<file path="src/design/kbcp_pkg.sv">
// Shared types, widths and constant tables of the keyed byte-to-character-pair encoder.
`timescale 1ns / 1ps

package kbcp_pkg;

   localparam int KEY_DEPTH_DEFAULT = 8;
   localparam int KEY_WORD_WIDTH    = 64;
   localparam int KEY_LEN_WIDTH     = 4;
   localparam int KEY_POS_WIDTH     = 3;
   localparam int DATA_WIDTH        = 8;
   localparam int CHAR_WIDTH        = 7;
   localparam int QUEUE_DEPTH       = 2;

   // CSR map: one 64-bit register every 8 bytes, decoded on address bit 3
   localparam int           CSR_ADDR_WIDTH = 4;
   localparam int           CSR_DATA_WIDTH = 64;
   localparam logic         CSR_SEL_KEY    = 1'b0;
   localparam logic         CSR_SEL_LENGTH = 1'b1;

   // spread code words, indexed by (key byte + bit number) mod 8
   localparam logic [15:0] CODE_WORDS [8] = '{
      16'h0008, 16'h0804, 16'h0400, 16'h0001,
      16'h0010, 16'h0200, 16'h1100, 16'h0002
   };

   // output alphabet, ASCII codes
   localparam logic [CHAR_WIDTH-1:0] ALPHABET [32] = '{
      7'h48, 7'h4A, 7'h34, 7'h38, 7'h43, 7'h4B, 7'h50, 7'h39,
      7'h41, 7'h57, 7'h42, 7'h52, 7'h53, 7'h44, 7'h54, 7'h33,
      7'h4D, 7'h59, 7'h4C, 7'h51, 7'h30, 7'h46, 7'h47, 7'h31,
      7'h4E, 7'h55, 7'h45, 7'h37, 7'h58, 7'h35, 7'h36, 7'h32
   };

   // one classified word waiting between front and back
   typedef struct packed {
      logic [DATA_WIDTH-1:0]    sum;
      logic [KEY_POS_WIDTH-1:0] rot;
      logic                     last;
      logic                     missing;
   } entry_type;

   localparam int ENTRY_WIDTH = $bits(entry_type);

endpackage

</file>
<file path="src/design/kbcp_if.sv">
// Word channel interfaces: raw data bytes in, character pairs out.
`timescale 1ns / 1ps

interface kbcp_req_if;
   logic                             valid;
   logic                             ready;
   logic [kbcp_pkg::DATA_WIDTH-1:0]  data_byte;
   logic                             first_byte;
   logic                             last_byte;

   modport source (output valid, data_byte, first_byte, last_byte, input ready);
   modport sink   (input valid, data_byte, first_byte, last_byte, output ready);
endinterface

interface kbcp_rsp_if;
   logic                             valid;
   logic                             ready;
   logic [kbcp_pkg::CHAR_WIDTH-1:0]  char_first;
   logic [kbcp_pkg::CHAR_WIDTH-1:0]  char_second;
   logic                             end_of_message;
   logic                             key_missing;

   modport source (output valid, char_first, char_second, end_of_message, key_missing,
                   input ready);
   modport sink   (input valid, char_first, char_second, end_of_message, key_missing,
                   output ready);
endinterface

</file>
<file path="src/design/kbcp_fifo.sv">
// Short word queue between the front and back stages.
`timescale 1ns / 1ps

module kbcp_fifo #(
   parameter int WIDTH = kbcp_pkg::ENTRY_WIDTH,
   parameter int DEPTH = kbcp_pkg::QUEUE_DEPTH
) (
   input  logic             clock,
   input  logic             reset,
   input  logic             push_valid,
   output logic             push_ready,
   input  logic [WIDTH-1:0] push_data,
   output logic             pop_valid,
   input  logic             pop_ready,
   output logic [WIDTH-1:0] pop_data
);

   localparam int PTR_WIDTH = (DEPTH > 1) ? $clog2(DEPTH) : 1;
   localparam int CNT_WIDTH = $clog2(DEPTH + 1);
   localparam logic [PTR_WIDTH-1:0] LAST_PTR  = PTR_WIDTH'(DEPTH - 1);
   localparam logic [CNT_WIDTH-1:0] FULL_CNT  = CNT_WIDTH'(DEPTH);

   logic [WIDTH-1:0]     slot_ff [DEPTH];
   logic [PTR_WIDTH-1:0] wr_ptr_ff, wr_ptr_in;
   logic [PTR_WIDTH-1:0] rd_ptr_ff, rd_ptr_in;
   logic [CNT_WIDTH-1:0] count_ff, count_in;
   logic                 push, pop;

   assign push_ready = (count_ff != FULL_CNT);
   assign pop_valid  = (count_ff != '0);
   assign pop_data   = slot_ff[rd_ptr_ff];
   assign push       = push_valid && push_ready;
   assign pop        = pop_valid && pop_ready;

   always_comb begin
      wr_ptr_in = wr_ptr_ff;
      rd_ptr_in = rd_ptr_ff;
      count_in  = count_ff;
      if (push) begin
         wr_ptr_in = (wr_ptr_ff == LAST_PTR) ? '0 : wr_ptr_ff + PTR_WIDTH'(1);
      end
      if (pop) begin
         rd_ptr_in = (rd_ptr_ff == LAST_PTR) ? '0 : rd_ptr_ff + PTR_WIDTH'(1);
      end
      if (push && !pop) begin
         count_in = count_ff + CNT_WIDTH'(1);
      end else if (pop && !push) begin
         count_in = count_ff - CNT_WIDTH'(1);
      end
   end

   always_ff @(posedge clock) begin
      if (reset) begin
         wr_ptr_ff <= '0;
         rd_ptr_ff <= '0;
         count_ff  <= '0;
      end else begin
         wr_ptr_ff <= wr_ptr_in;
         rd_ptr_ff <= rd_ptr_in;
         count_ff  <= count_in;
      end
   end

   always_ff @(posedge clock) begin
      if (push) begin
         slot_ff[wr_ptr_ff] <= push_data;
      end
   end

`ifndef SYNTH
   // occupancy never runs past the queue depth
   a_count_bound: assert property (@(posedge clock) disable iff (reset)
      count_ff <= FULL_CNT) else $error("queue count overflow");
`endif

endmodule

</file>
<file path="src/design/kbcp_front.sv">
// Front stage: accepts data words, tracks key position, picks the key byte, adds it.
`timescale 1ns / 1ps

module kbcp_front #(
   parameter int KEY_DEPTH = kbcp_pkg::KEY_DEPTH_DEFAULT
) (
   input  logic                                  clock,
   input  logic                                  reset,
   input  logic [kbcp_pkg::KEY_WORD_WIDTH-1:0]   key_word,
   input  logic [kbcp_pkg::KEY_LEN_WIDTH-1:0]    key_length,
   kbcp_req_if.sink                              req_chan,
   output logic                                  push_valid,
   input  logic                                  push_ready,
   output kbcp_pkg::entry_type                   push_entry
);

   import kbcp_pkg::*;

   localparam logic [KEY_LEN_WIDTH-1:0] DEPTH_LEN = KEY_LEN_WIDTH'(KEY_DEPTH);

   logic [KEY_POS_WIDTH-1:0] pos_ff, pos_in;
   logic [KEY_LEN_WIDTH-1:0] len_used;
   logic [KEY_POS_WIDTH-1:0] pos_req, pos_sel;
   logic [KEY_LEN_WIDTH-1:0] pos_inc;
   logic [DATA_WIDTH-1:0]    key_byte;
   logic                     missing;
   logic                     accept;

   assign len_used = (key_length > DEPTH_LEN) ? DEPTH_LEN : key_length;
   assign missing  = (len_used == '0);
   // stale position (length lowered mid-message) falls back to key byte 0
   assign pos_req  = req_chan.first_byte ? '0 : pos_ff;
   assign pos_sel  = ({1'b0, pos_req} >= len_used) ? '0 : pos_req;
   assign pos_inc  = {1'b0, pos_sel} + KEY_LEN_WIDTH'(1);
   assign key_byte = key_word[pos_sel*DATA_WIDTH +: DATA_WIDTH];

   assign req_chan.ready = push_ready;
   assign push_valid     = req_chan.valid;
   assign accept         = req_chan.valid && push_ready;

   always_comb begin
      push_entry.sum     = req_chan.data_byte + key_byte;
      push_entry.rot     = key_byte[KEY_POS_WIDTH-1:0];
      push_entry.last    = req_chan.last_byte;
      push_entry.missing = missing;
   end

   always_comb begin
      pos_in = pos_ff;
      if (accept) begin
         if (missing || pos_inc >= len_used) begin
            pos_in = '0;
         end else begin
            pos_in = pos_inc[KEY_POS_WIDTH-1:0];
         end
      end
   end

   always_ff @(posedge clock) begin
      if (reset) begin
         pos_ff <= '0;
      end else begin
         pos_ff <= pos_in;
      end
   end

`ifndef SYNTH
   a_pos_in_key: assert property (@(posedge clock) disable iff (reset)
      {1'b0, pos_ff} < DEPTH_LEN) else $error("key position beyond key depth");

   a_missing_clears: assert property (@(posedge clock) disable iff (reset)
      accept && missing |=> pos_ff == '0) else $error("position kept without key");

   a_first_restarts: assert property (@(posedge clock) disable iff (reset)
      accept && req_chan.first_byte && len_used > KEY_LEN_WIDTH'(1)
      |=> pos_ff == KEY_POS_WIDTH'(1)) else $error("first word did not restart key");
`endif

endmodule

</file>
<file path="src/design/kbcp_back.sv">
// Back stage: spreads the keyed sum over the code words and looks up both characters.
`timescale 1ns / 1ps

module kbcp_back (
   input  logic                clock,
   input  logic                reset,
   input  logic                pop_valid,
   output logic                pop_ready,
   input  kbcp_pkg::entry_type pop_entry,
   kbcp_rsp_if.source          rsp_chan
);

   import kbcp_pkg::*;

   logic                  valid_ff;
   logic [CHAR_WIDTH-1:0] first_ff, second_ff;
   logic                  last_ff, missing_ff;
   logic [15:0]           pattern;
   logic [CHAR_WIDTH-1:0] first_in, second_in;
   logic                  load;

   always_comb begin
      pattern = '0;
      for (int j = 0; j < 8; j++) begin
         if (pop_entry.sum[j]) begin
            pattern = pattern | CODE_WORDS[pop_entry.rot + KEY_POS_WIDTH'(j)];
         end
      end
   end

   assign first_in  = pop_entry.missing ? '0 : ALPHABET[pattern[4:0]];
   assign second_in = pop_entry.missing ? '0 : ALPHABET[pattern[12:8]];

   assign pop_ready = !valid_ff || rsp_chan.ready;
   assign load      = pop_valid && pop_ready;

   always_ff @(posedge clock) begin
      if (reset) begin
         valid_ff <= 1'b0;
      end else if (pop_ready) begin
         valid_ff <= pop_valid;
      end
   end

   always_ff @(posedge clock) begin
      if (load) begin
         first_ff   <= first_in;
         second_ff  <= second_in;
         last_ff    <= pop_entry.last;
         missing_ff <= pop_entry.missing;
      end
   end

   assign rsp_chan.valid          = valid_ff;
   assign rsp_chan.char_first     = first_ff;
   assign rsp_chan.char_second    = second_ff;
   assign rsp_chan.end_of_message = last_ff;
   assign rsp_chan.key_missing    = missing_ff;

`ifndef SYNTH
   a_missing_zero: assert property (@(posedge clock) disable iff (reset)
      valid_ff && missing_ff |-> first_ff == '0 && second_ff == '0)
      else $error("characters not cleared without key");
`endif

endmodule

</file>
<file path="src/design/keyed_byte_to_char_pair_encoder.sv">
// Top level of the keyed byte-to-character-pair encoder: CSRs, front, queue, back.
`timescale 1ns / 1ps

// channel   dir  handshake        word
// req_chan  in   valid/ready      data_byte, first_byte, last_byte
// rsp_chan  out  valid/ready      char_first, char_second, end_of_message, key_missing
// csr_*     in   APB write/read   key_bytes @0x0 (64b), key_length @0x8 (4b)
//
// One word per cycle sustained while rsp_chan is ready; a result is offered once its word
// has been taken and registered in the queue, then in the output register.
// The only feedback is the 3-bit key position in the front, updated at each accept.
// A two-word queue sits between front and back, and the back holds its result in
// an output register, so rsp stalls reach req only once the queue fills.
// Synchronous active-high reset clears the key, the key length and the position.

module keyed_byte_to_char_pair_encoder #(
   parameter int KEY_DEPTH = kbcp_pkg::KEY_DEPTH_DEFAULT
) (
   input  logic                                 clock,
   input  logic                                 reset,
   kbcp_req_if.sink                             req_chan,
   kbcp_rsp_if.source                           rsp_chan,
   input  logic                                 csr_psel,
   input  logic                                 csr_penable,
   input  logic                                 csr_pwrite,
   input  logic [kbcp_pkg::CSR_ADDR_WIDTH-1:0]  csr_paddr,
   input  logic [kbcp_pkg::CSR_DATA_WIDTH-1:0]  csr_pwdata,
   output logic [kbcp_pkg::CSR_DATA_WIDTH-1:0]  csr_prdata,
   output logic                                 csr_pready
);

   import kbcp_pkg::*;

   localparam int KEY_BITS = KEY_DEPTH * DATA_WIDTH;

   // only the key bytes that can ever be in use are stored
   logic [KEY_BITS-1:0]       key_ff, key_in;
   logic [KEY_LEN_WIDTH-1:0]  len_ff, len_in;
   logic [KEY_WORD_WIDTH-1:0] key_word;
   logic                      csr_wr;
   logic                      csr_sel;

   logic      push_valid, push_ready;
   entry_type push_entry;
   logic      pop_valid, pop_ready;
   entry_type pop_entry;
   logic [ENTRY_WIDTH-1:0] pop_bits;

   // ---- CSR block: registers decoded on address bit 3, no wait states
   assign csr_pready = 1'b1;
   assign csr_sel    = csr_paddr[3];
   assign csr_wr     = csr_psel && csr_penable && csr_pwrite;

   always_comb begin
      key_word               = '0;
      key_word[KEY_BITS-1:0] = key_ff;
   end

   always_comb begin
      key_in = key_ff;
      len_in = len_ff;
      if (csr_wr) begin
         unique case (csr_sel)
            CSR_SEL_KEY:    key_in = csr_pwdata[KEY_BITS-1:0];
            CSR_SEL_LENGTH: len_in = csr_pwdata[KEY_LEN_WIDTH-1:0];
            default:        ;
         endcase
      end
   end

   always_comb begin
      unique case (csr_sel)
         CSR_SEL_KEY:    csr_prdata = key_word;
         CSR_SEL_LENGTH: csr_prdata = CSR_DATA_WIDTH'(len_ff);
         default:        csr_prdata = '0;
      endcase
   end

   always_ff @(posedge clock) begin
      if (reset) begin
         key_ff <= '0;
         len_ff <= '0;
      end else begin
         key_ff <= key_in;
         len_ff <= len_in;
      end
   end

   // ---- front: key position, key byte select, keyed add
   kbcp_front #(
      .KEY_DEPTH (KEY_DEPTH)
   ) u_front (
      .clock      (clock),
      .reset      (reset),
      .key_word   (key_word),
      .key_length (len_ff),
      .req_chan   (req_chan),
      .push_valid (push_valid),
      .push_ready (push_ready),
      .push_entry (push_entry)
   );

   // ---- queue between front and back
   kbcp_fifo #(
      .WIDTH (ENTRY_WIDTH),
      .DEPTH (QUEUE_DEPTH)
   ) u_fifo (
      .clock      (clock),
      .reset      (reset),
      .push_valid (push_valid),
      .push_ready (push_ready),
      .push_data  (push_entry),
      .pop_valid  (pop_valid),
      .pop_ready  (pop_ready),
      .pop_data   (pop_bits)
   );

   assign pop_entry = entry_type'(pop_bits);

   // ---- back: spread pattern, alphabet lookup, output register
   kbcp_back u_back (
      .clock     (clock),
      .reset     (reset),
      .pop_valid (pop_valid),
      .pop_ready (pop_ready),
      .pop_entry (pop_entry),
      .rsp_chan  (rsp_chan)
   );

`ifndef SYNTH
   a_len_write: assert property (@(posedge clock) disable iff (reset)
      csr_wr && csr_sel == CSR_SEL_LENGTH |=> len_ff == $past(csr_pwdata[KEY_LEN_WIDTH-1:0]))
      else $error("key length write lost");
`endif

endmodule
</file>
<file path="src/flat_wrapper.sv">
// flat-port wrapper written by rule: the top's interface ports become plain ports
module keyed_byte_to_char_pair_encoder_flat import kbcp_pkg::*;
#(
   parameter int KEY_DEPTH = kbcp_pkg::KEY_DEPTH_DEFAULT
)
  (clock, reset, csr_psel, csr_penable, csr_pwrite, csr_paddr, csr_pwdata, csr_prdata, csr_pready, req_chan_valid, req_chan_data_byte, req_chan_first_byte, req_chan_last_byte, req_chan_ready, rsp_chan_valid, rsp_chan_char_first, rsp_chan_char_second, rsp_chan_end_of_message, rsp_chan_key_missing, rsp_chan_ready);
  kbcp_req_if req_chan_i ();
  kbcp_rsp_if rsp_chan_i ();
  input  logic clock;
  input  logic reset;
  input  logic csr_psel;
  input  logic csr_penable;
  input  logic csr_pwrite;
  input  logic [kbcp_pkg::CSR_ADDR_WIDTH-1:0] csr_paddr;
  input  logic [kbcp_pkg::CSR_DATA_WIDTH-1:0] csr_pwdata;
  output logic [kbcp_pkg::CSR_DATA_WIDTH-1:0] csr_prdata;
  output logic csr_pready;
  input wire logic [$bits(req_chan_i.valid)-1:0] req_chan_valid;
  input wire logic [$bits(req_chan_i.data_byte)-1:0] req_chan_data_byte;
  input wire logic [$bits(req_chan_i.first_byte)-1:0] req_chan_first_byte;
  input wire logic [$bits(req_chan_i.last_byte)-1:0] req_chan_last_byte;
  output wire logic [$bits(req_chan_i.ready)-1:0] req_chan_ready;
  output wire logic [$bits(rsp_chan_i.valid)-1:0] rsp_chan_valid;
  output wire logic [$bits(rsp_chan_i.char_first)-1:0] rsp_chan_char_first;
  output wire logic [$bits(rsp_chan_i.char_second)-1:0] rsp_chan_char_second;
  output wire logic [$bits(rsp_chan_i.end_of_message)-1:0] rsp_chan_end_of_message;
  output wire logic [$bits(rsp_chan_i.key_missing)-1:0] rsp_chan_key_missing;
  input wire logic [$bits(rsp_chan_i.ready)-1:0] rsp_chan_ready;
  assign req_chan_i.valid = req_chan_valid;
  assign req_chan_i.data_byte = req_chan_data_byte;
  assign req_chan_i.first_byte = req_chan_first_byte;
  assign req_chan_i.last_byte = req_chan_last_byte;
  assign req_chan_ready = req_chan_i.ready;
  assign rsp_chan_valid = rsp_chan_i.valid;
  assign rsp_chan_char_first = rsp_chan_i.char_first;
  assign rsp_chan_char_second = rsp_chan_i.char_second;
  assign rsp_chan_end_of_message = rsp_chan_i.end_of_message;
  assign rsp_chan_key_missing = rsp_chan_i.key_missing;
  assign rsp_chan_i.ready = rsp_chan_ready;
  keyed_byte_to_char_pair_encoder #(.KEY_DEPTH(KEY_DEPTH)) u_core (.clock(clock), .reset(reset), .req_chan(req_chan_i), .rsp_chan(rsp_chan_i), .csr_psel(csr_psel), .csr_penable(csr_penable), .csr_pwrite(csr_pwrite), .csr_paddr(csr_paddr), .csr_pwdata(csr_pwdata), .csr_prdata(csr_prdata), .csr_pready(csr_pready));
endmodule
</file>
<file path="config.mk">
export PLATFORM = sky130hd
export DESIGN_NAME = keyed_byte_to_char_pair_encoder_flat
export DESIGN_NICKNAME = d
export VERILOG_FILES = /design/src/design/kbcp_pkg.sv /design/src/design/kbcp_if.sv /design/src/design/kbcp_fifo.sv /design/src/design/kbcp_front.sv /design/src/design/kbcp_back.sv /design/src/design/keyed_byte_to_char_pair_encoder.sv /design/src/flat_wrapper.sv
export SDC_FILE = /design/constraint.sdc
export NUM_CORES = 1
export LEC_CHECK = 0
export BUFFER_PORTS_ARGS = -buffer_cell sky130_fd_sc_hd__buf_2
export CORE_MARGIN = 2
export CORE_UTILIZATION = 55
export DETAILED_ROUTE_END_ITERATION = 6
export PLACE_DENSITY_LB_ADDON = 0.08
export SYNTH_ARGS = -nofsm -noshare
export SYNTH_HDL_FRONTEND = slang
export SYNTH_SLANG_ARGS = --single-unit
</file>
<file path="constraint.sdc">
create_clock -name clock -period 7.3 [get_ports clock]
set_clock_uncertainty 0.15 [all_clocks]
set_input_delay 2.19 -clock clock [delete_from_list [all_inputs] [get_ports clock]]
set_output_delay 2.19 -clock clock [all_outputs]
set_load 0.01 [all_outputs]
</file>
[Word level (Yosys, flattened, before mapping)]
Memories as Yosys holds them, arrays and structs flattened. A register that Yosys moved wholly into a read port is not among the register bits.
Index checks and enable logic that the tools add are counted.
Operators by class
  equal/unequal tests: 1
  shifts and indexed selects: 1
  div/mod/pow operators: 0
  multiply operators: 0
  reductions and logical operators: 16
  $lt $le $gt $ge: 11
  bitwise operators: 18
  add/subtract/negate cells: 13
  mux-type cells: 37
Operators with widths (count)
  13-bit 2-to-1 mux: 24
  64-bit one-hot mux with 2 select lines: 1
  13-bit bitwise OR: 7
  64-bit by 7-bit variable part select with 8-bit output: 1
  4-bit greater-or-equal comparator, second input constant: 8
  3-bit NOT with 4-bit output: 8
  3-bit adder, second input constant: 4
  5-bit NOT with 6-bit output: 2
  3-bit 2-to-1 mux: 3
  8-bit adder: 1
  3-bit by 2-bit adder with 3-bit output, second input constant: 2
  1-bit logical AND: 6
  1-bit 2-to-1 mux: 6
  3-bit by 1-bit adder with 4-bit output, second input constant: 1
  3-bit by 4-bit greater-or-equal comparator with 1-bit output: 1
  4-bit greater-or-equal comparator: 1
  4-bit greater-than comparator, second input constant: 1
  4-bit zero test: 1
  2-bit 2-to-1 mux: 2
  4-bit 2-to-1 mux: 1
  2-bit AND reduction: 2
  2-bit nonzero test: 2
  3-bit by 1-bit adder with 3-bit output, second input constant: 1
  1-bit zero test: 3
  6 further kinds: 8
Storage, ports and cells
  latch bits: 0
  RAM bits: 26
  input bits: 85
  output and inout bits: 83
  bits in read-only memories: 1472
  logic and storage cells: 117
  memories kept: 11
  register bits after elaboration: 78
Memory list
  (no name shown): depth 32, bits a word 7, rd ports 1, clocked after memory_dff 1, wr ports 0, RTL line kbcp_back.sv:32  | assign second_in = pop_entry.missing ? '0 : ALPHABET[pattern[12:8]];
  (no name shown): depth 32, bits a word 7, rd ports 1, clocked after memory_dff 1, wr ports 0, RTL line kbcp_back.sv:31  | assign first_in = pop_entry.missing ? '0 : ALPHABET[pattern[4:0]];
  (no name shown): depth 8, bits a word 16, rd ports 1, clocked after memory_dff 0, wr ports 0, RTL line kbcp_back.sv:26  | pattern = pattern | CODE_WORDS[pop_entry.rot + KEY_POS_WIDTH'(j)];
  (no name shown): depth 8, bits a word 16, rd ports 1, clocked after memory_dff 0, wr ports 0, RTL line kbcp_back.sv:26
  (no name shown): depth 8, bits a word 16, rd ports 1, clocked after memory_dff 0, wr ports 0, RTL line kbcp_back.sv:26
  (no name shown): depth 8, bits a word 16, rd ports 1, clocked after memory_dff 0, wr ports 0, RTL line kbcp_back.sv:26
  +5 memories

[Depth between registers and ports, before layout]
Gate-level depths: netlist of the first run.
  depth after elaboration: 20
  depth in mapped cells: 22
  gate-level depth less buffers: 19

[By module]
A second synthesis of the first run with hierarchy kept.
Second synthesis, totals
  cells, all modules: 756
  area, all modules: 7676.1 sq um
Modules (own cells, without submodules)
  keyed_byte_to_char_pair_encoder: area each 3475.8 sq um, times used 1, cells each 364, sequential area each 1361.3 sq um
  kbcp_back: area each 1795.5 sq um, times used 1, cells each 178, sequential area each 500.5 sq um
  kbcp_front: area each 1242.4 sq um, times used 1, cells each 150, sequential area each 60.1 sq um
  kbcp_fifo: area each 1162.4 sq um, times used 1, cells each 64, sequential area each 880.8 sq um

[Least setup slack after synthesis of the first run]
No wires, ideal clock.
  path kind: in2reg
  start point: input port req_chan_first_byte
  end point: memory u_core.u_fifo.slot_ff[0][12] (netlist bit), data pin
  path buffers: 2
  path slack: 1.169 ns
  library setup time: 0.266 ns
  arrival time: 5.714 ns
  stages: 18
  path through: nor2b_1 -> buf_2 -> inv_1 -> buf_2 -> ha_1 -> nand2b_1 -> a2111oi_0 -> nor2_2 -> inv_1 -> nor2_1 -> a221oi_1 -> ha_1 -> a21o_1 -> a21oi_1 -> o21ai_0 -> o41ai_1 -> xor2_1 -> xor2_1
RTL lines
  start, declared: RTL line flat_wrapper.sv:20  | input wire logic [$bits(req_chan_i.first_byte)-1:0] req_chan_first_byte;
  end, declared: RTL line kbcp_fifo.sv:23  | logic [WIDTH-1:0] slot_ff [DEPTH];

==> impl_summary.md, run 1 <==
Clocking
The number of sinks on the clock net is 119. The tree is rooted in a sky130_fd_sc_hd__clkbuf_16. The clock tree from TritonCTS is built. The register clock-pin slew on the reported worst setup and hold paths is 0.05 ns.

Post-CTS timing repair inserted 0 buffers for setup. Buffers inserted during clock tree synthesis total 17. After clock tree synthesis, the repair step resized 0 gates. Buffers inserted to repair hold after CTS numbered 0. For the worst-skew pair, the clock arrives at the later sink with an insertion delay of 0.41 ns. Counting along the longest clock path gives a buffer depth of 2. The H-tree depth is 4.

Route
The detailed-route wire length per cell is 16.5 microns. The wire length after detailed routing is 18.6 mm. For this block, the initial DRC count from the detailed router was 590. After detailed routing, the number of remaining DRC violations is 0. The remaining antenna violation count is 0. Using the TritonRoute via totals, the vias-per-cell ratio works out to 5.61. The first-pass iteration count of the detailed router is 5. For this block, the via count after detailed routing is 6,310.

Power
The switching component of the power is 1120 uW. The switching part of the total is 38.7%. Cell internal power was estimated by the tool at 1780 uW. The worst IR drop on VDD is 0.147 mV. Combinational cells account for 43.5% of the total power. The relative contribution of the clock network to total power is 27.3%. The relative contribution of sequential cells to total power is 29.2%. The leakage component of the power is 0.00368 uW. Power spread over the standard cell area amounts to 343 mW/mm^2.

Timing
Setup repair after global routing left no endpoint under its margin. The transition time at the pin with the least slew margin is 1.23 ns. The final setup violation count is 0. The smallest clock period supported by the final layout is computed as 6.63 ns. The relative slew slack is 18.3%. Across all hold checks on the routed design, the worst slack comes to 0.318 ns. The max-slew violation total from the final report was 0. Based on the critical path, the design can be clocked at up to 0.151 GHz. The setup TNS after final layout is 0 ns. The final number of hold-violating endpoints is 0. The part of the cycle the worst path needs is 90.9%.

Floorplanning
The area of the core region is 0.0126 sq mm. The die outline height is 117 microns. The boundary pin count is 168.

The die covers 0.0137 sq mm. The standard-cell row count is 41. In this run the horizontal extent of the chip is 117 microns. Once the floorplan was initialized, standard cells occupied 55.9% of the core.

Layout
Registers take 0.00280 sq mm. The multi-input combinational cells in the finished layout cover a total of 0.00394 sq mm. The area overhead of the layout relative to synthesis is 20.6%. The layout cell share with drive strength beyond 1 is 24.3%.

The number of nets in the layout is 1,062. The layout has 1,021 filler cells. The antenna diode count is 0.

Synthesis
The largest total area in the synthesized netlist belongs to sky130_fd_sc_hd__dfxtp_1. Summing every instance area after synthesis gives 0.00702 sq mm. During synthesis, Yosys emitted a total of 0 warnings. In the synthesized netlist the async set-or-reset flop fraction comes to 0%. Counting flops and latches in the post-synthesis netlist gives 119. After synthesis, the most frequently instantiated cells are sky130_fd_sc_hd__nand2_1 (176), sky130_fd_sc_hd__a21oi_1 (83), sky130_fd_sc_hd__dfxtp_1 (77).

The number of synthesized flops with an enable pin is 42. The mean area per synthesized cell is 8.78 sq um. Ranked by total cell area, the synthesized netlist is headed by sky130_fd_sc_hd__dfxtp_1 (22%), sky130_fd_sc_hd__edfxtp_1 (18%), sky130_fd_sc_hd__nand2_1 (9.4%). The synthesized net count is 922. The share of synthesized area in the top cell type comes to 21.9%. In the synthesized netlist the dominant register cell turns out to be sky130_fd_sc_hd__dfxtp_1. The number of instances in the synthesized netlist is 800. The netlist uses 70 different library cells. The sequential fraction of the synthesis area is 39.9%.

The most common cell in the synthesized netlist is sky130_fd_sc_hd__nand2_1.

Worst setup path
The kind of launch point of the worst setup path is an input port. The critical path is of the input port to flip-flop type. The nature of the critical path endpoint is a flip-flop. For the worst setup path, the data arrival time is 6.72 ns. Along the worst path, the maximum fanout reaches 11.

STA puts the critical path data required time at 7.39 ns.

Global route
The initial antenna violation count was 0. The first global-routing pass estimated 29.0 mm of wire. Entering global routing, the biggest net connects 78 pins. The global-route usage over all layers is 27.2%.

The number of global-route vias before repair is 5,849. The remaining global-route overflow is 0.

Min path
The path class of the tightest hold or removal check is flip-flop to flip-flop.

Placement
The sum of net half-perimeters after detailed placement is 13.2 mm. Routability-driven placement finished with a final weighted congestion of 0.852. Buffers placed on the I/O ports in this run total 163.

Run status
The run finished with clean final reports.

Job
Max-cap violations in this run came to 0.
## registers in the layout (all words and copies together) (netlist names), named ones only
register,flops
u_core.u_front.pos_ff,3
u_core.key_ff,64
u_core.u_fifo.slot_ff,26
u_core.len_ff,4
u_core.u_fifo.count_ff,2
u_core.u_fifo.wr_ptr_ff,1
u_core.u_back.rsp_chan.char_first,7
u_core.u_fifo.rd_ptr_ff,1
u_core.u_back.rsp_chan.end_of_message,1
u_core.u_back.rsp_chan.key_missing,1
u_core.u_back.rsp_chan.char_second,7
u_core.u_back.rsp_chan.valid,1
## power groups by stage
stage	clock network [uW]	registers (uW)	logic, uW
4_1_cts	802	849	1250
3_3_place_gp	0	860	1220
2_1_floorplan	0	882	952
6_report	793	849	1270
3_5_place_dp	0	863	1250
5_1_grt	832	863	1390
## placed cells by master, fill, tap and decap left out, types with 5 or more instances in the layout
cell,count
sky130_fd_sc_hd__nand2_1,176
sky130_fd_sc_hd__buf_2,163
sky130_fd_sc_hd__a21oi_1,83
sky130_fd_sc_hd__dfxtp_1,77
sky130_fd_sc_hd__nor2b_1,65
sky130_fd_sc_hd__mux2i_1,46
sky130_fd_sc_hd__edfxtp_1,42
sky130_fd_sc_hd__ha_1,36
sky130_fd_sc_hd__nor2_1,32
sky130_fd_sc_hd__inv_1,18
sky130_fd_sc_hd__clkbuf_16,18
sky130_fd_sc_hd__mux2_2,13
sky130_fd_sc_hd__a22oi_1,13
sky130_fd_sc_hd__a32oi_1,11
sky130_fd_sc_hd__o22ai_1,9
sky130_fd_sc_hd__o21ai_0,8
sky130_fd_sc_hd__buf_4,8
sky130_fd_sc_hd__a221oi_1,7
sky130_fd_sc_hd__xnor2_1,7
sky130_fd_sc_hd__nand2b_1,6
sky130_fd_sc_hd__clkinv_2,6
sky130_fd_sc_hd__a21o_1,6
sky130_fd_sc_hd__nor3_1,6
sky130_fd_sc_hd__xor2_1,6
sky130_fd_sc_hd__nand3_1,6
sky130_fd_sc_hd__and3_1,5
## cells by family (layout without fill, tap and decap cells)
kind of cell / Yosys count / after routing / share of synthesized area, %
compound gates: 179 / 179 / 17.1
flops: 119 / 119 / 39.9
fa+ha+maj: 37 / 37 / 6.70
mux: 62 / 62 / 9.37
buf+inv: 69 / 222 / 4.19
simple gates: 320 / 320 / 21.1
xor+xnor: 13 / 13 / 1.62
other cells: 1 / 1 / 0.0534
## layer usage
| layer | vias up | GRT usage [%] | wire [microns] |
|---|---|---|---|
| li1 | 3100 | - | - |
| met2 | 214 | 44.9 | 9140 |
| met3 | 25 | 5.30 | 966 |
| met5 | - | 0 | 0 |
| met1 | 2971 | 35.5 | 8150 |
| met4 | 0 | 10.5 | 319 |
## layout make-up
cell class,instances,area share [%]
Inverter,19,0.857
Sequential cell,119,33.1
Timing Repair Buffer,171,10.3
Multi-Input combinational cell,612,46.5
Clock buffer,24,5.82
Clock inverter,8,0.828
Tap cell,172,2.54
## worst max-delay path, cell delays in order
cell	delay, ns
sky130_fd_sc_hd__buf_2	0.11
sky130_fd_sc_hd__nor2b_1	0.16
sky130_fd_sc_hd__inv_1	0.21
sky130_fd_sc_hd__ha_1	0.34
sky130_fd_sc_hd__nand2b_1	0.16
sky130_fd_sc_hd__a2111oi_0	0.54
sky130_fd_sc_hd__nor2_2	0.23
sky130_fd_sc_hd__inv_1	0.26
sky130_fd_sc_hd__nor2_1	0.18
sky130_fd_sc_hd__a221oi_1	0.61
sky130_fd_sc_hd__ha_1	0.35
sky130_fd_sc_hd__a21o_1	0.18
sky130_fd_sc_hd__a21oi_1	0.22
sky130_fd_sc_hd__o21ai_0	0.16
sky130_fd_sc_hd__o41ai_1	0.40
sky130_fd_sc_hd__xor2_1	0.21
sky130_fd_sc_hd__xor2_1	0.22
## through the flow
step | area, sq um | setup slack, ns | power, uW | util [%] | instances
floorplan | 7020 | 1.17 | 1830 | - | 800
global placement | 7900 | 0.742 | 2080 | 62.9 | 1093
detailed placement | 7900 | 0.421 | 2110 | 62.9 | 1093
CTS | 8470 | 0.837 | 2900 | 67.4 | 1125
global route | 8470 | 0.396 | 3090 | 67.4 | 1125
finish | 8470 | 0.665 | 2910 | 67.4 | 1125
## path summary, 6_finish.rpt
kind,cells past startpoint,slack [ns],from,to
setup / recovery,17,0.67,req_chan_first_byte,u_core.u_fifo.slot_ff[1][12]
hold / removal,2,0.32,u_core.key_ff[52],u_core.key_ff[52]
setup reg to reg,16,2.22,u_core.u_front.pos_ff[0],u_core.u_fifo.slot_ff[1][12]
hold reg to reg,2,0.32,u_core.key_ff[52],u_core.key_ff[52]
No activity file was read; power rests on OpenSTA's default activity.
==> run 2, diff against run 1 <==
--- a/config.mk
+++ b/config.mk
@@ -6,10 +6,9 @@
 export NUM_CORES = 1
 export LEC_CHECK = 0
 export BUFFER_PORTS_ARGS = -buffer_cell sky130_fd_sc_hd__buf_2
-export CORE_MARGIN = 2
 export CORE_UTILIZATION = 55
 export DETAILED_ROUTE_END_ITERATION = 6
-export PLACE_DENSITY_LB_ADDON = 0.08
+export PLACE_DENSITY = 0.82
 export SYNTH_ARGS = -nofsm -noshare
 export SYNTH_HDL_FRONTEND = slang
 export SYNTH_SLANG_ARGS = --single-unit
==> impl_summary.md, run 2 (same netlist as run 1, synthesis figures left out) <==
Run status
The run finished with clean final reports.

Route
The final layout contains routed wiring with a total length of 18.6 mm. The total number of vias is 6,432. In this run the remaining antenna-violating nets after routing total 0. After the first detailed-routing iteration, the DRC count stood at 560.

The detailed-route DRC error count is 0. The first-pass iteration count of the detailed router is 7. In the final routed layout, each cell accounts on average for 16.5 microns.

After detailed routing, the number of vias per cell comes to 5.72.

Placement
Port buffering added 163 buffers. The HPWL after detailed placement is 13.1 mm. The last weighted congestion value of the routability-driven placer is 0.903.

Timing
Setup repair after global routing left no endpoint under its margin. For this run, the top clock speed supported by timing is 0.154 GHz. The relative slew slack is 27.3%. The post-layout minimum cycle time is 6.51 ns. The final setup violation count is 0. The setup TNS after final layout is 0 ns. The final critical path takes up 89.1% of the cycle. The max-slew violation total from the final report is 0. The final number of hold-violating endpoints came to 0. The transition time at the pin with the least slew margin is 1.09 ns.

Power
After layout, the design draws a total of 2910 uW. The worst IR drop on VDD is 0.233 mV. The leakage component of the power is 0.00369 uW. The power per cell area is 343 mW/mm^2.

Clocking
The number of buffers between clock root and the deepest sink is 2. For the worst-skew pair, the clock arrives at the later sink with an insertion delay of 0.42 ns. The number of sinks on the clock net is 119. The register clock-pin slew on the reported worst setup and hold paths is 0.06 ns. The H-tree was split into 4 levels. In this run, post-CTS repair resized a total of 0 instances.

The number of hold buffers added after CTS is 0. The number of buffers created by CTS is 17. The clock tree from TritonCTS is built. The tree is rooted in a sky130_fd_sc_hd__clkbuf_16. The number of setup buffers added after CTS is 0.

Layout
Ranked by flip-flop count, first place goes to u_core.key_ff. The leading cell type in the layout, fill and taps excluded is sky130_fd_sc_hd__nand2_1. The number of nets in the layout is 1,063. The area growth from synthesis to layout is 20.8%. The flip-flop count of the largest register after layout is 64. The final core utilization is 69.5%. The largest registers in the layout are u_core.key_ff x64, u_core.u_fifo.slot_ff x26. In the layout the commonest cells are sky130_fd_sc_hd__nand2_1 (176), sky130_fd_sc_hd__buf_2 (163), sky130_fd_sc_hd__a21oi_1 (83). The post-route netlist has 24.8% of its cells at a drive strength greater than 1.

Floorplanning
The boundary pin count is 168. The overall die area is 0.0132 sq mm. The horizontal extent of the die is 115 microns. The area of the core region is 0.0122 sq mm.

For this configuration, the core starts out at a cell density of 57.5%. The standard-cell row count is 40. The die outline height is 115 microns.

Worst setup path
In this run the worst path has a maximum fanout of 11. STA classifies the critical path startpoint as an input port. STA classifies the critical path endpoint as a flip-flop. The critical path class is input port to flip-flop.

The required time reported for the critical path endpoint is 7.31 ns. The largest incremental delay on the critical path is 0.52 ns. Walking the worst path, the cells encountered are buf_2, nor2b_1, inv_1, ha_1, nand2b_1, a2111oi_0, nor2_2, inv_1, nor2_1, a221oi_1, ha_1, a21o_1, a21oi_1, o21ai_0, o41ai_1, xor2_1, xor2_1. The slowest stage of the critical path belongs to the cell sky130_fd_sc_hd__a2111oi_0. The data arrival time of the worst path is 6.52 ns.

Global route
The first global-routing pass estimated 30.0 mm of wire. Entering global routing, the biggest net connects 78 pins. The remaining global-route overflow is 0.

The number of global-route vias before repair was 5,994. The initial antenna violation count is 1. The global-route usage over all layers is 29.4%.

Job
Across the run, the number of max-cap violations was 0.

Min path
The path category of the worst min-delay check is flip-flop to flip-flop.
run 2: cell count changes in the layout (fill, tap and decap cells not counted), sizes merged:
cell,delta
diode,+2
buf,+1
inv,+3
clkbuf,-4
clkinvlp,+1
run 2: layer usage:
| layer | GRT usage [%] | routed length (microns) | vias to the layer above |
|---|---|---|---|
| li1 | - | - | 3102 |
| met1 | 37.2 | 7810 | 2988 |
| met2 | 48.0 | 8800 | 304 |
| met3 | 8.12 | 1520 | 38 |
| met4 | 10.7 | 431 | 0 |
| met5 | 0 | 0 | - |
run 2: area by class of cell:
| type | instances | area, sq um |
|---|---|---|
| Clock buffer | 20 | 478 |
| Inverter | 19 | 72.6 |
| Timing Repair Buffer | 172 | 883 |
| Multi-Input combinational cell | 612 | 3940 |
| Tap cell | 168 | 210 |
| Fill cell | 997 | 3730 |
| Clock inverter | 12 | 96.3 |
| Sequential cell | 119 | 2800 |
| Antenna cell | 2 | 5.00 |
run 2: stage by stage:
stage	instance area (sq um)	cells	hold slack, ns	worst slack [ns]
floorplan	7020	800	0.294	1.17
global placement	7910	1090	0.303	0.629
detailed placement	7910	1090	0.308	0.511
CTS	8480	1122	0.315	0.855
global route	8480	1122	0.340	0.488
finish	8490	1124	0.315	0.792
run 2: final timing paths:
path | startpoint | to | slack [ns] | depth (start not counted)
worst max-delay path | req_chan_first_byte | u_core.u_fifo.slot_ff[1][12] | 0.79 | 17
worst min-delay path | u_core.key_ff[45] | u_core.key_ff[45] | 0.32 | 2
worst max register to register | u_core.u_front.pos_ff[0] | u_core.u_fifo.slot_ff[1][12] | 2.36 | 16
worst min register to register | u_core.key_ff[45] | u_core.key_ff[45] | 0.32 | 2
run 2: power by group:
group,internal (uW),switching [uW],total [uW]
Sequential,811,39.7,851
Clock,502,303,805
Combinational,470,783,1250
Total,1780,1130,2910
run 2: critical path, delay by kind of cell:
kind	cells	cell delay, ns
xor gates and xnor gates	2	0.35
adders and majority gates	2	0.67
buffers and inverters	3	0.63
and+or+nand+nor	4	0.80
AOI/OAI and AO/OA	6	1.88
==> run 3, diff against run 2 <==
--- a/config.mk
+++ b/config.mk
@@ -6,7 +6,9 @@
 export NUM_CORES = 1
 export LEC_CHECK = 0
 export BUFFER_PORTS_ARGS = -buffer_cell sky130_fd_sc_hd__buf_2
+export CORE_ASPECT_RATIO = 1.75
 export CORE_UTILIZATION = 55
+export CTS_CLUSTER_DIAMETER = 150
 export DETAILED_ROUTE_END_ITERATION = 6
 export PLACE_DENSITY = 0.82
 export SYNTH_ARGS = -nofsm -noshare
==> impl_summary.md, run 3 (same netlist as run 1, synthesis figures left out) <==
Placement
The cell count after placement is 1,092. Routability-driven placement finished with a final weighted congestion of 0.938. Detailed placement ended at an HPWL of 13.8 mm. The number of port buffers is 163.

Worst setup path
For the worst flop-to-flop path, the logic depth is 15. Along the worst path, the maximum fanout reaches 10. The startpoint of the lowest-slack register-to-register path is u_core.len_ff[0]. The endpoint of the worst register-to-register path is u_core.u_fifo.slot_ff[0][12]. The critical path class is input port to flip-flop. The nature of the critical path endpoint is a flip-flop. In this run the register-to-register setup slack is 2.44 ns. For the worst setup path, the data arrival time is 6.34 ns. Data on the critical path is required at its endpoint by 7.29 ns. The kind of launch point of the worst setup path is an input port.

Floorplanning
The die outline height is 151 microns. The overall die area is 0.0132 sq mm. The boundary pin count is 168. The initial standard-cell utilization of the core is 56.5%. The area of the core region is 0.0124 sq mm.

The horizontal extent of the die is 87.4 microns. The floorplan has 54 rows.

Run status
The run finished with clean final reports.

Power
In this run the power density over the cells is 343 mW/mm^2. The worst IR drop on VDD is 0.180 mV. Summed over all cells, the static leakage comes to 0.00370 uW.

Min path
The launch instance of the worst min-delay path is u_core.key_ff[34]. For hold timing, the worst endpoint is u_core.key_ff[34]. The path category of the worst min-delay check is flip-flop to flip-flop. Counting instances, the worst hold path has a depth of 2.

Clocking
After clock tree synthesis, the clock-pin slew on the worst setup and hold paths is 0.05 ns. The clock latency at the later pin of the worst-skew pair is 0.41 ns. The H-tree depth is 4. The post-cts sizing count is 0. The root buffer selected by CTS is sky130_fd_sc_hd__clkbuf_16. TritonCTS built the clock tree. The number of buffers between clock root and the deepest sink is 2. The clock net in this run drives a total of 119 sinks. The post-CTS setup buffer count is 0.

In this run, post-CTS hold repair placed 0 buffers. TritonCTS created 17 clock buffers.

Layout
From synthesis to final layout, the design area changed by 20.9%. The antenna diode count is 0. The count of non-filler cells in the finished layout is 1,124.

The layout cell share with drive strength beyond 1 is 24.8%. Counting flops per register, the top entry is u_core.key_ff. In the final layout, the registers with the most flip-flops are u_core.key_ff x64, u_core.u_fifo.slot_ff x26.

Leaving out fill and tap cells, the most frequent cells in the layout are sky130_fd_sc_hd__nand2_1 (176), sky130_fd_sc_hd__buf_2 (163), sky130_fd_sc_hd__a21oi_1 (83). The flip-flop count of the largest register after layout is 64. For this run, the post-layout net count is 1,065. The leading cell type in the layout, fill and taps excluded is sky130_fd_sc_hd__nand2_1.

Route
The first detailed-routing pass took 7 iterations. In this run, the number of DRC markers left after iteration 0 of detailed routing was 281. The total number of vias is 6,582. The wire length after detailed routing is 19.1 mm. In the final routed layout, each cell accounts on average for 17.0 microns. The detailed-route DRC error count is 0. In this run the remaining antenna-violating nets after routing total 0.

After detailed routing, the number of vias per cell comes to 5.86.

Timing
In the final timing run, aggregate negative setup slack is 0 ns. Setup repair after global routing left no endpoint under its margin. Subtracting the final worst setup slack from the clock period gives 6.34 ns. Headroom to the max-slew limit came out at 26.3%. The final number of hold-violating endpoints came to 0. The max-slew violation total from the final report is 0. The transition time at the pin with the least slew margin is 1.10 ns. Timing would allow up to 0.158 GHz. Of the available clock period, the critical path in the final layout requires 86.9%. Setup violations remaining at the end of the flow were counted as 0.

Global route
The remaining global-route overflow is 0. The global-route usage over all layers is 29.5%. The number of global-route vias before repair was 6,258. The first global-routing pass estimated 29.8 mm of wire. The initial antenna violation count is 1. Entering global routing, the biggest net connects 78 pins.

Job
Max-cap violations in this run came to 0.
-- run 3: critical path, stage by stage --
cell                        delay, ns
sky130_fd_sc_hd__buf_2           0.12
sky130_fd_sc_hd__nor2b_1         0.14
sky130_fd_sc_hd__inv_1           0.08
sky130_fd_sc_hd__ha_1            0.28
sky130_fd_sc_hd__nand2b_1        0.16
sky130_fd_sc_hd__a2111oi_0       0.49
sky130_fd_sc_hd__nor2_2          0.22
sky130_fd_sc_hd__inv_1           0.23
sky130_fd_sc_hd__nor2_1          0.18
sky130_fd_sc_hd__a221oi_1        0.56
sky130_fd_sc_hd__ha_1            0.35
sky130_fd_sc_hd__a21o_1          0.19
sky130_fd_sc_hd__a21oi_1         0.22
sky130_fd_sc_hd__o21ai_0         0.16
sky130_fd_sc_hd__o41ai_1         0.45
sky130_fd_sc_hd__xor2_1          0.14
sky130_fd_sc_hd__xor2_1          0.18
-- run 3: cell type report --
| type | instances | area, sq um |
|---|---|---|
| fill | 1082 | 3940 |
| multi-input combinational | 612 | 3940 |
| sequential | 119 | 2800 |
| timing repair buffer | 174 | 898 |
| clock buffer | 21 | 472 |
| tap | 168 | 210 |
| clock inverter | 11 | 96.3 |
| inverter | 19 | 72.6 |
-- run 3: power breakdown --
| part | total [uW] | internal [uW] | switching [uW] |
|---|---|---|---|
| registers | 852 | 811 | 41.4 |
| clock network | 796 | 497 | 300 |
| logic | 1270 | 469 | 798 |
| total | 2920 | 1780 | 1140 |
-- run 3: stage by stage --
stage                     hold WS, ns  util (%)  power (uW)  instance area (sq um)  setup WS, ns
after floorplan                 0.294         -        1830                   7020          1.17
after global placement          0.302      63.7        2080                   7920         0.605
after detailed placement        0.305      63.7        2100                   7920         0.534
after CTS                       0.313      68.3        2900                   8490         0.947
after global routing            0.342      68.3        3080                   8490         0.582
final                           0.316      68.3        2920                   8490         0.957
-- run 3: worst max path at each step --
stage | startpoint | endpoint
5_1_grt | req_chan_first_byte | u_core.u_fifo.slot_ff[0][12]
6_report | req_chan_first_byte | u_core.u_fifo.slot_ff[0][12]
4_1_cts | req_chan_first_byte | u_core.u_fifo.slot_ff[0][12]
3_3_place_gp | req_chan_first_byte | u_core.u_fifo.slot_ff[0][12]
3_5_place_dp | req_chan_first_byte | u_core.u_fifo.slot_ff[0][12]
2_1_floorplan | req_chan_first_byte | u_core.u_fifo.slot_ff[0][12]
-- run 3: layer usage --
metal / up-vias / wire (microns) / global-route usage, %
met5: - / 12 / 0
met3: 74 / 1010 / 5.63
met2: 287 / 10500 / 55.4
met1: 3111 / 6510 / 28.0
met4: 2 / 1110 / 20.8
li1: 3108 / - / -
